$ cat config.mk
export PLATFORM = sky130hd
export DESIGN_NAME = rsi_queue
export DESIGN_NICKNAME = d
export VERILOG_FILES = /design/src/hdl/rsi_pkg.sv /design/src/hdl/rsi_queue.sv
export SDC_FILE = /design/constraint.sdc
export NUM_CORES = 1
export LEC_CHECK = 0
export BUFFER_PORTS_ARGS = -buffer_cell sky130_fd_sc_hd__buf_2
export CORE_MARGIN = 3
export CORE_UTILIZATION = 45
export DETAILED_ROUTE_END_ITERATION = 10
export REMOVE_ABC_BUFFERS = 1
export SYNTH_ARGS = -nofsm -noshare
export SYNTH_HDL_FRONTEND = slang
export SYNTH_SLANG_ARGS = --single-unit
$ cat constraint.sdc
create_clock -name i_clk -period 10.9 [get_ports i_clk]
set_input_delay 1.09 -clock i_clk [delete_from_list [all_inputs] [get_ports i_clk]]
set_output_delay 1.09 -clock i_clk [all_outputs]
set_load 0.02 [all_outputs]
$ cat src/hdl/rsi_pkg.sv
// Shared widths, constants, item type and helpers for the ray/spheroid core.
`timescale 1ns / 1ps
`default_nettype none
package rsi_pkg;

    localparam int CFG_W       = 31;   // reciprocal semi-axis, unsigned Q15.16
    localparam int CFG_IDX_W   = 2;
    localparam int CFG_DATA_W  = 32;
    localparam int IN_W        = 32;   // ray fields, signed Q16.16
    localparam int OUT_W       = 31;
    localparam int PROD_W      = 62;   // scaled magnitudes, Q30.32
    localparam int U_W         = 32;   // signed Q.30 components
    localparam int LEN_W       = 6;
    localparam int DOT_W       = 64;   // Q.60 sums
    localparam int R30_W       = 32;
    localparam int W30_W       = 31;
    localparam int SQ_W        = 32;   // root width
    localparam int RAD_W       = 2 * SQ_W;
    localparam int NUM_W       = 34;
    localparam int QUO_W       = 34;
    localparam int DIV_SHIFT   = 28;
    localparam int DVD_W       = NUM_W + DIV_SHIFT;
    localparam int QUEUE_DEPTH = 4;
    localparam int NORM_POINT  = 30;
    localparam int OUT_POINT   = 20;

    localparam logic [CFG_IDX_W-1:0] CFG_EQUATORIAL = 2'd0;
    localparam logic [CFG_IDX_W-1:0] CFG_POLAR      = 2'd1;

    localparam logic [CFG_W-1:0]  RECIP_RESET = 31'd65536;
    localparam logic [PROD_W-1:0] ONE_Q32     = 62'h1_0000_0000;
    localparam logic signed [DOT_W-1:0] ONE_Q60 = 64'sh1000_0000_0000_0000;
    localparam logic [OUT_W-1:0]  T_MAX       = 31'h7FFF_FFFF;

    typedef struct packed {
        logic                        fault;
        logic [2:0][U_W-1:0]         u;     // signed origin terms
        logic [2:0][PROD_W-1:0]      qm;    // heading magnitudes
        logic [2:0]                  qn;    // heading signs
        logic [LEN_W-1:0]            len;   // bit length of the largest qm
    } t_item;

    function automatic logic [LEN_W-1:0] bitlen(input logic [PROD_W-1:0] x);
        logic [LEN_W-1:0] n;
        n = '0;
        for (int i = 0; i < PROD_W; i++) begin
            if (x[i]) n = LEN_W'(i + 1);
        end
        return n;
    endfunction

endpackage
`default_nettype wire

$ cat src/hdl/rsi_queue.sv
// Short queue of classified rays between the front and back ends.
`timescale 1ns / 1ps
`default_nettype none
module rsi_queue import rsi_pkg::*; #(
    parameter int P_DEPTH = QUEUE_DEPTH
) (
    input  logic  i_clk,
    input  logic  i_rst_n,
    input  logic  i_push,
    input  t_item i_item,
    output logic  o_full,
    input  logic  i_pop,
    output logic  o_avail,
    output t_item o_item
);

    localparam int PTR_W = (P_DEPTH > 1) ? $clog2(P_DEPTH) : 1;
    localparam int CNT_W = $clog2(P_DEPTH + 1);

    t_item            r_mem [P_DEPTH];
    logic [PTR_W-1:0] r_wr, r_rd;
    logic [CNT_W-1:0] r_cnt;

    assign o_full  = (r_cnt == CNT_W'(P_DEPTH));
    assign o_avail = (r_cnt != '0);
    assign o_item  = r_mem[r_rd];

    always_ff @(posedge i_clk) begin
        if (!i_rst_n) begin
            r_wr  <= '0;
            r_rd  <= '0;
            r_cnt <= '0;
        end else begin
            if (i_push) r_wr <= (r_wr == PTR_W'(P_DEPTH - 1)) ? '0 : r_wr + 1'b1;
            if (i_pop)  r_rd <= (r_rd == PTR_W'(P_DEPTH - 1)) ? '0 : r_rd + 1'b1;
            case ({i_push, i_pop})
                2'b10:   r_cnt <= r_cnt + 1'b1;
                2'b01:   r_cnt <= r_cnt - 1'b1;
                default: r_cnt <= r_cnt;
            endcase
        end
    end

    always_ff @(posedge i_clk) begin
        if (i_push) r_mem[r_wr] <= i_item;
    end

endmodule
`default_nettype wire

======== Word-level counts from Yosys, hierarchy flattened ========
Memories as Yosys holds them, arrays and structs flattened. A register that Yosys moved wholly into a read port is not among the register bits.
Cells that the tools add are included.
cells by class
  add/subtract/negate cells ............... 4
  multiply operators ...................... 0
  div/mod/pow operators ................... 0
  order comparisons ....................... 0
  equal/unequal tests ..................... 5
  shift-type cells ........................ 0
  multiplexer cells ....................... 7
  bitwise logic cells ..................... 0
  reductions and logical operators ........ 2
operators with widths
  kind                                                                 count
  2-bit two-way mux                                                    4
  2-bit == test (second input constant)                                3
  3-bit case mux with 2 select lines                                   1
  2-bit by 1-bit adder with 2-bit output (second input constant)       2
  3-bit by 1-bit adder with 3-bit output (second input constant)       1
  3-bit == test (second input constant)                                1
  3-bit nonzero test                                                   1
  3-bit by 1-bit subtractor with 3-bit output (second input constant)  1
  2-bit by 1-bit == test with 1-bit output (second input constant)     1
  1-bit two-way mux                                                    2
  2-bit nonzero test                                                   1
storage, ports and cells
  bits in registers ....................... 7
  bits in latches ......................... 0
  bits in writable memories ............... 1168
  bits in read-only memories .............. 0
  input port bits ......................... 296
  word-level logic and storage cells ...... 22
  memories ................................ 1
memories
  memory  depth  bits a word  rd ports  clocked after Yosys merged registers in  write ports  RTL line         text
  r_mem   4      292          1         1                                        1            rsi_queue.sv:20  t_item r_mem [P_DEPTH];

======== Longest topological paths before layout ========
  depth in word-level cells ............... 4
  gate-level depth with buffers ........... 6
  mapped depth without buffers ............ 6

======== Worst setup path after synthesis ========
OpenSTA, ideal clock, no wires.
  path type ............................... in2reg
  from .................................... input i_push
  to ...................................... memory r_mem[0][0] (netlist name) (enable)
  library setup time ...................... 0.689 ns
  arrival ................................. 7.678 ns
  data required time ...................... 10.211 ns
  slack ................................... 2.532 ns
  stages on the path ...................... 1
  path through ............................ and2_1
between the ends
  word-level cells in the longest chain between the ends .. 2
ends and longest elaborated chain
  element                                  RTL line         text
  from (decl)                              rsi_queue.sv:9   input logic i_push,
  1-bit two-way mux                        rsi_queue.sv:45  if (i_push) r_mem[r_wr] <= i_item;
  1-bit two-way mux (not written as such)  rsi_queue.sv:45
  to (decl)                                rsi_queue.sv:20
No other way between the ends.

==> metrics.txt <==
# TYPE chip_impl_metric gauge
chip_impl_info{name="run_status",value="finished, final reports clean"} 1
chip_impl_metric{name="die_area",unit="µm²"} 99100
chip_impl_metric{name="report.final.hold_viol_count",unit=""} 0
chip_impl_info{name="critPathCapture",value="o_item[15]"} 1
chip_impl_metric{name="clk_path_buf_depth",unit=""} 3
chip_impl_metric{name="ys_seq_area_frac",unit=""} 0.822
chip_impl_metric{name="place.port_buffers",unit=""} 589
chip_impl_metric{name="h-tree-depth",unit=""} 3
chip_impl_info{name="synth_area_leaders",value="sky130_fd_sc_hd__edfxtp_1 (82%), sky130_fd_sc_hd__mux4_2 (15%), sky130_fd_sc_hd__buf_12 (1.4%)"} 1
chip_impl_metric{name="mappedNetlistArea",unit="µm²"} 42900
chip_impl_metric{name="grt_antenna_before_repair",unit=""} 37
chip_impl_metric{name="synth_enable_flop_cells",unit=""} 1168
chip_impl_info{name="timing.rr.end",value="r_mem[3][19]$_DFFE_PP_"} 1
chip_impl_metric{name="postSynthCellCount",unit=""} 1568
chip_impl_metric{name="worstMarginPinSlew",unit="ns"} 1.30
chip_impl_metric{name="dpl.hpwl",unit="µm"} 56100
chip_impl_info{name="cts_tree",value="yes"} 1
chip_impl_metric{name="synth-seq-cells",unit=""} 1177
chip_impl_metric{name="nets",unit=""} 2532
chip_impl_metric{name="finalWorstPathRequiredPeriod",unit="ns"} 5.34
chip_impl_metric{name="holdBufCountCts",unit=""} 0
chip_impl_metric{name="cts.sinks",unit=""} 1177
chip_impl_metric{name="hold_path_depth",unit=""} 2
chip_impl_metric{name="drive_gt1_frac",unit=""} 0.457
chip_impl_metric{name="power_density",unit="nW/µm²"} 197
chip_impl_info{name="synthDominantAreaCellType",value="sky130_fd_sc_hd__edfxtp_1"} 1
chip_impl_info{name="root_buffer",value="sky130_fd_sc_hd__clkbuf_16"} 1
chip_impl_metric{name="grt_overflow_total",unit=""} 0
chip_impl_metric{name="cts_resized",unit=""} 0
chip_impl_metric{name="io-pin-count",unit=""} 590
chip_impl_info{name="unrepaired_setup_endpoints_after_global_routing",value="no"} 1
chip_impl_info{name="startpoint_type",value="register"} 1
chip_impl_metric{name="post_synth_num_cell_types",unit=""} 21
chip_impl_metric{name="synth.top_cell.area_share",unit=""} 0.818
chip_impl_info{name="timing.critical_path.to_type",value="output pin"} 1
chip_impl_metric{name="initialDrtViolationCount",unit=""} 1657
chip_impl_metric{name="clkTransAtPathRegs",unit="ns"} 0.06
chip_impl_metric{name="detail_route.vias_per_cell",unit=""} 5.30
chip_impl_metric{name="totalPowerFinal",unit="W"} 0.0100
chip_impl_metric{name="slew_viol_final",unit=""} 0
chip_impl_metric{name="drc",unit=""} 0
chip_impl_metric{name="via_count",unit=""} 19100
chip_impl_info{name="worstHoldPathType",value="reg -> reg"} 1
chip_impl_metric{name="finalSetupTns",unit="ns"} 0
chip_impl_metric{name="fmax",unit="MHz"} 187
chip_impl_metric{name="drt-total-wl",unit="µm"} 91100
chip_impl_metric{name="clock-skew-final",unit="ns"} 0.0152
chip_impl_metric{name="timing.reg2reg.worst_path_depth",unit=""} 4
chip_impl_info{name="rr_startpoint",value="r_wr[0]$_SDFFE_PN0P_"} 1
chip_impl_metric{name="cp.arrival",unit="ns"} 4.25
chip_impl_metric{name="maxSlewHeadroom",unit=""} 0.133
chip_impl_metric{name="grt_first_pass_wirelength",unit="µm"} 134000
chip_impl_metric{name="initial_core_utilization",unit=""} 0.457
chip_impl_metric{name="number_of_global_route_vias_before_repair",unit=""} 20300
chip_impl_metric{name="post-cts-setup-buffer-count",unit=""} 0
chip_impl_metric{name="leakage_power_of_the_design",unit="nW"} 16.8
chip_impl_metric{name="drv.max_cap_violation_count",unit=""} 0
chip_impl_metric{name="drt_first_pass_iters",unit=""} 5
chip_impl_info{name="dominantRegCellSynth",value="sky130_fd_sc_hd__edfxtp_1"} 1
chip_impl_metric{name="number_of_warnings_issued_by_yosys",unit=""} 0
chip_impl_metric{name="total_grt_usage",unit=""} 0.183
chip_impl_metric{name="final_antenna_net_count",unit=""} 0
chip_impl_metric{name="fin_crit_sh",unit=""} 0.490
chip_impl_metric{name="path_max_fanout",unit=""} 102
chip_impl_metric{name="core_region_area",unit="µm²"} 93900
chip_impl_metric{name="area.growth.synth_to_final",unit="%"} 18.0
chip_impl_metric{name="grt_max_degree",unit=""} 166
chip_impl_metric{name="timing.final.setup_violations",unit=""} 0
chip_impl_metric{name="wl_per_cell",unit="µm"} 25.3
chip_impl_metric{name="postSynthAreaPerCell",unit="µm²"} 27.4
chip_impl_metric{name="die_h",unit="µm"} 315
chip_impl_metric{name="fillCellCount",unit=""} 7180
chip_impl_metric{name="timing.reg2reg.setup_slack",unit="ns"} 7.50
chip_impl_metric{name="clk_latency",unit="ns"} 0.68
chip_impl_metric{name="asyncSetResetFlopFracSynth",unit=""} 0
chip_impl_metric{name="routabilityCongestion",unit=""} 0.767
chip_impl_metric{name="tritoncts_buffer_count",unit=""} 117
chip_impl_metric{name="die_w",unit="µm"} 315
chip_impl_metric{name="max-vdd-ir-drop",unit="mV"} 0.155
chip_impl_metric{name="critical_path_required",unit="ns"} 9.81
chip_impl_info{name="critPathKind",value="reg -> out"} 1
chip_impl_metric{name="fp-row-count",unit=""} 112
==> metal layers <==
layer | part of all wire | GRT usage | vias up
met3 | 0.077 | 0.0537 | 165
met4 | 0.028 | 0.0676 | 24
met5 | 0.0018 | 0 | -
met2 | 0.50 | 0.298 | 614
met1 | 0.39 | 0.237 | 10100
li1 | - | - | 8218
==> how the worst min path moves through the flow <==
stage                          startpoint                    end
floorplan           r_cnt[2]$_SDFFE_PN0P_  r_cnt[2]$_SDFFE_PN0P_
global placement    r_cnt[2]$_SDFFE_PN0P_  r_cnt[2]$_SDFFE_PN0P_
detailed placement  r_cnt[2]$_SDFFE_PN0P_  r_cnt[2]$_SDFFE_PN0P_
CTS                 r_cnt[2]$_SDFFE_PN0P_  r_cnt[2]$_SDFFE_PN0P_
global route         r_rd[1]$_SDFFE_PN0P_               register
finish              r_cnt[2]$_SDFFE_PN0P_  r_cnt[2]$_SDFFE_PN0P_
==> synth_stat cells, types with 2 or more instances <==
cell type,n
sky130_fd_sc_hd__nor2b_1,5
sky130_fd_sc_hd__buf_2,28
sky130_fd_sc_hd__mux2i_1,3
sky130_fd_sc_hd__dfxtp_1,9
sky130_fd_sc_hd__inv_1,3
sky130_fd_sc_hd__and2_1,5
sky130_fd_sc_hd__or3_1,2
sky130_fd_sc_hd__clkbuf_1,4
sky130_fd_sc_hd__xnor2_1,2
sky130_fd_sc_hd__edfxtp_1,1168
sky130_fd_sc_hd__ha_1,6
sky130_fd_sc_hd__nor3b_1,3
sky130_fd_sc_hd__buf_12,31
sky130_fd_sc_hd__mux4_2,292
==> layout make-up <==
cell class / count / area (µm²) / share of cell area
Tap cell: 1254 / 1570 / 0.0310
Inverter: 3 / 11.3 / 0.000222
Clock buffer: 149 / 3090 / 0.0610
Timing Repair Buffer: 607 / 3170 / 0.0626
Sequential cell: 1177 / 35300 / 0.696
Multi-Input combinational cell: 323 / 6850 / 0.135
Clock inverter: 72 / 632 / 0.0125
Antenna cell: 21 / 52.6 / 0.00104
==> worst max-delay path, cell delays in order (launching register included) <==
cell and delay, ns:
sky130_fd_sc_hd__dfxtp_4 0.92, sky130_fd_sc_hd__buf_4 0.92, sky130_fd_sc_hd__buf_12 0.61, sky130_fd_sc_hd__mux4_2 0.66
sky130_fd_sc_hd__buf_2 0.19
==> flip-flops by register name (all words and copies together), names as in the netlist, named ones only <==
name and count:
r_mem 1168, r_cnt 3, r_rd 2, r_wr 2
==> cells by family after synthesis <==
group / share of synthesized area
compound gates: 0.000583
xor+xnor: 0.000408
buf+inv: 0.0188
mux: 0.154
simple gates: 0.00227
fa+ha+maj: 0.00222
flops: 0.822
==> where the power goes <==
group | internal, W | switching (W)
Combinational | 0.000348 | 0.000568
Clock | 0.00226 | 0.00161
Sequential | 0.00517 | 0.0000450
==> metrics by stage <==
stage	area, µm²	hold WS (ns)	setup slack, ns	utilization	cells
3_5_place_dp	46900	0.524	6.06	0.499	3364
2_1_floorplan	42100	0.467	-3.20	-	1503
3_3_place_gp	46900	0.481	6.03	0.499	3364
5_1_grt	50600	0.579	5.08	0.539	3596
4_1_cts	50600	0.533	5.30	0.539	3585
6_report	50600	0.542	5.56	0.539	3606
==> cell usage in the layout, fill, tap and decap left out, types with 6 or more instances in the layout <==
cell type,netlist,routed
sky130_fd_sc_hd__buf_4,1,11
sky130_fd_sc_hd__edfxtp_1,1168,1168
sky130_fd_sc_hd__diode_2,0,21
sky130_fd_sc_hd__bufinv_16,0,11
sky130_fd_sc_hd__clkbuf_16,0,119
sky130_fd_sc_hd__dfxtp_1,9,7
sky130_fd_sc_hd__clkinv_1,0,30
sky130_fd_sc_hd__inv_6,0,6
sky130_fd_sc_hd__mux4_2,292,292
sky130_fd_sc_hd__clkinv_2,0,21
sky130_fd_sc_hd__ha_1,6,6
sky130_fd_sc_hd__clkbuf_1,4,30
sky130_fd_sc_hd__buf_12,31,7
sky130_fd_sc_hd__buf_2,28,589
No activity file was read; power rests on OpenSTA's default activity.
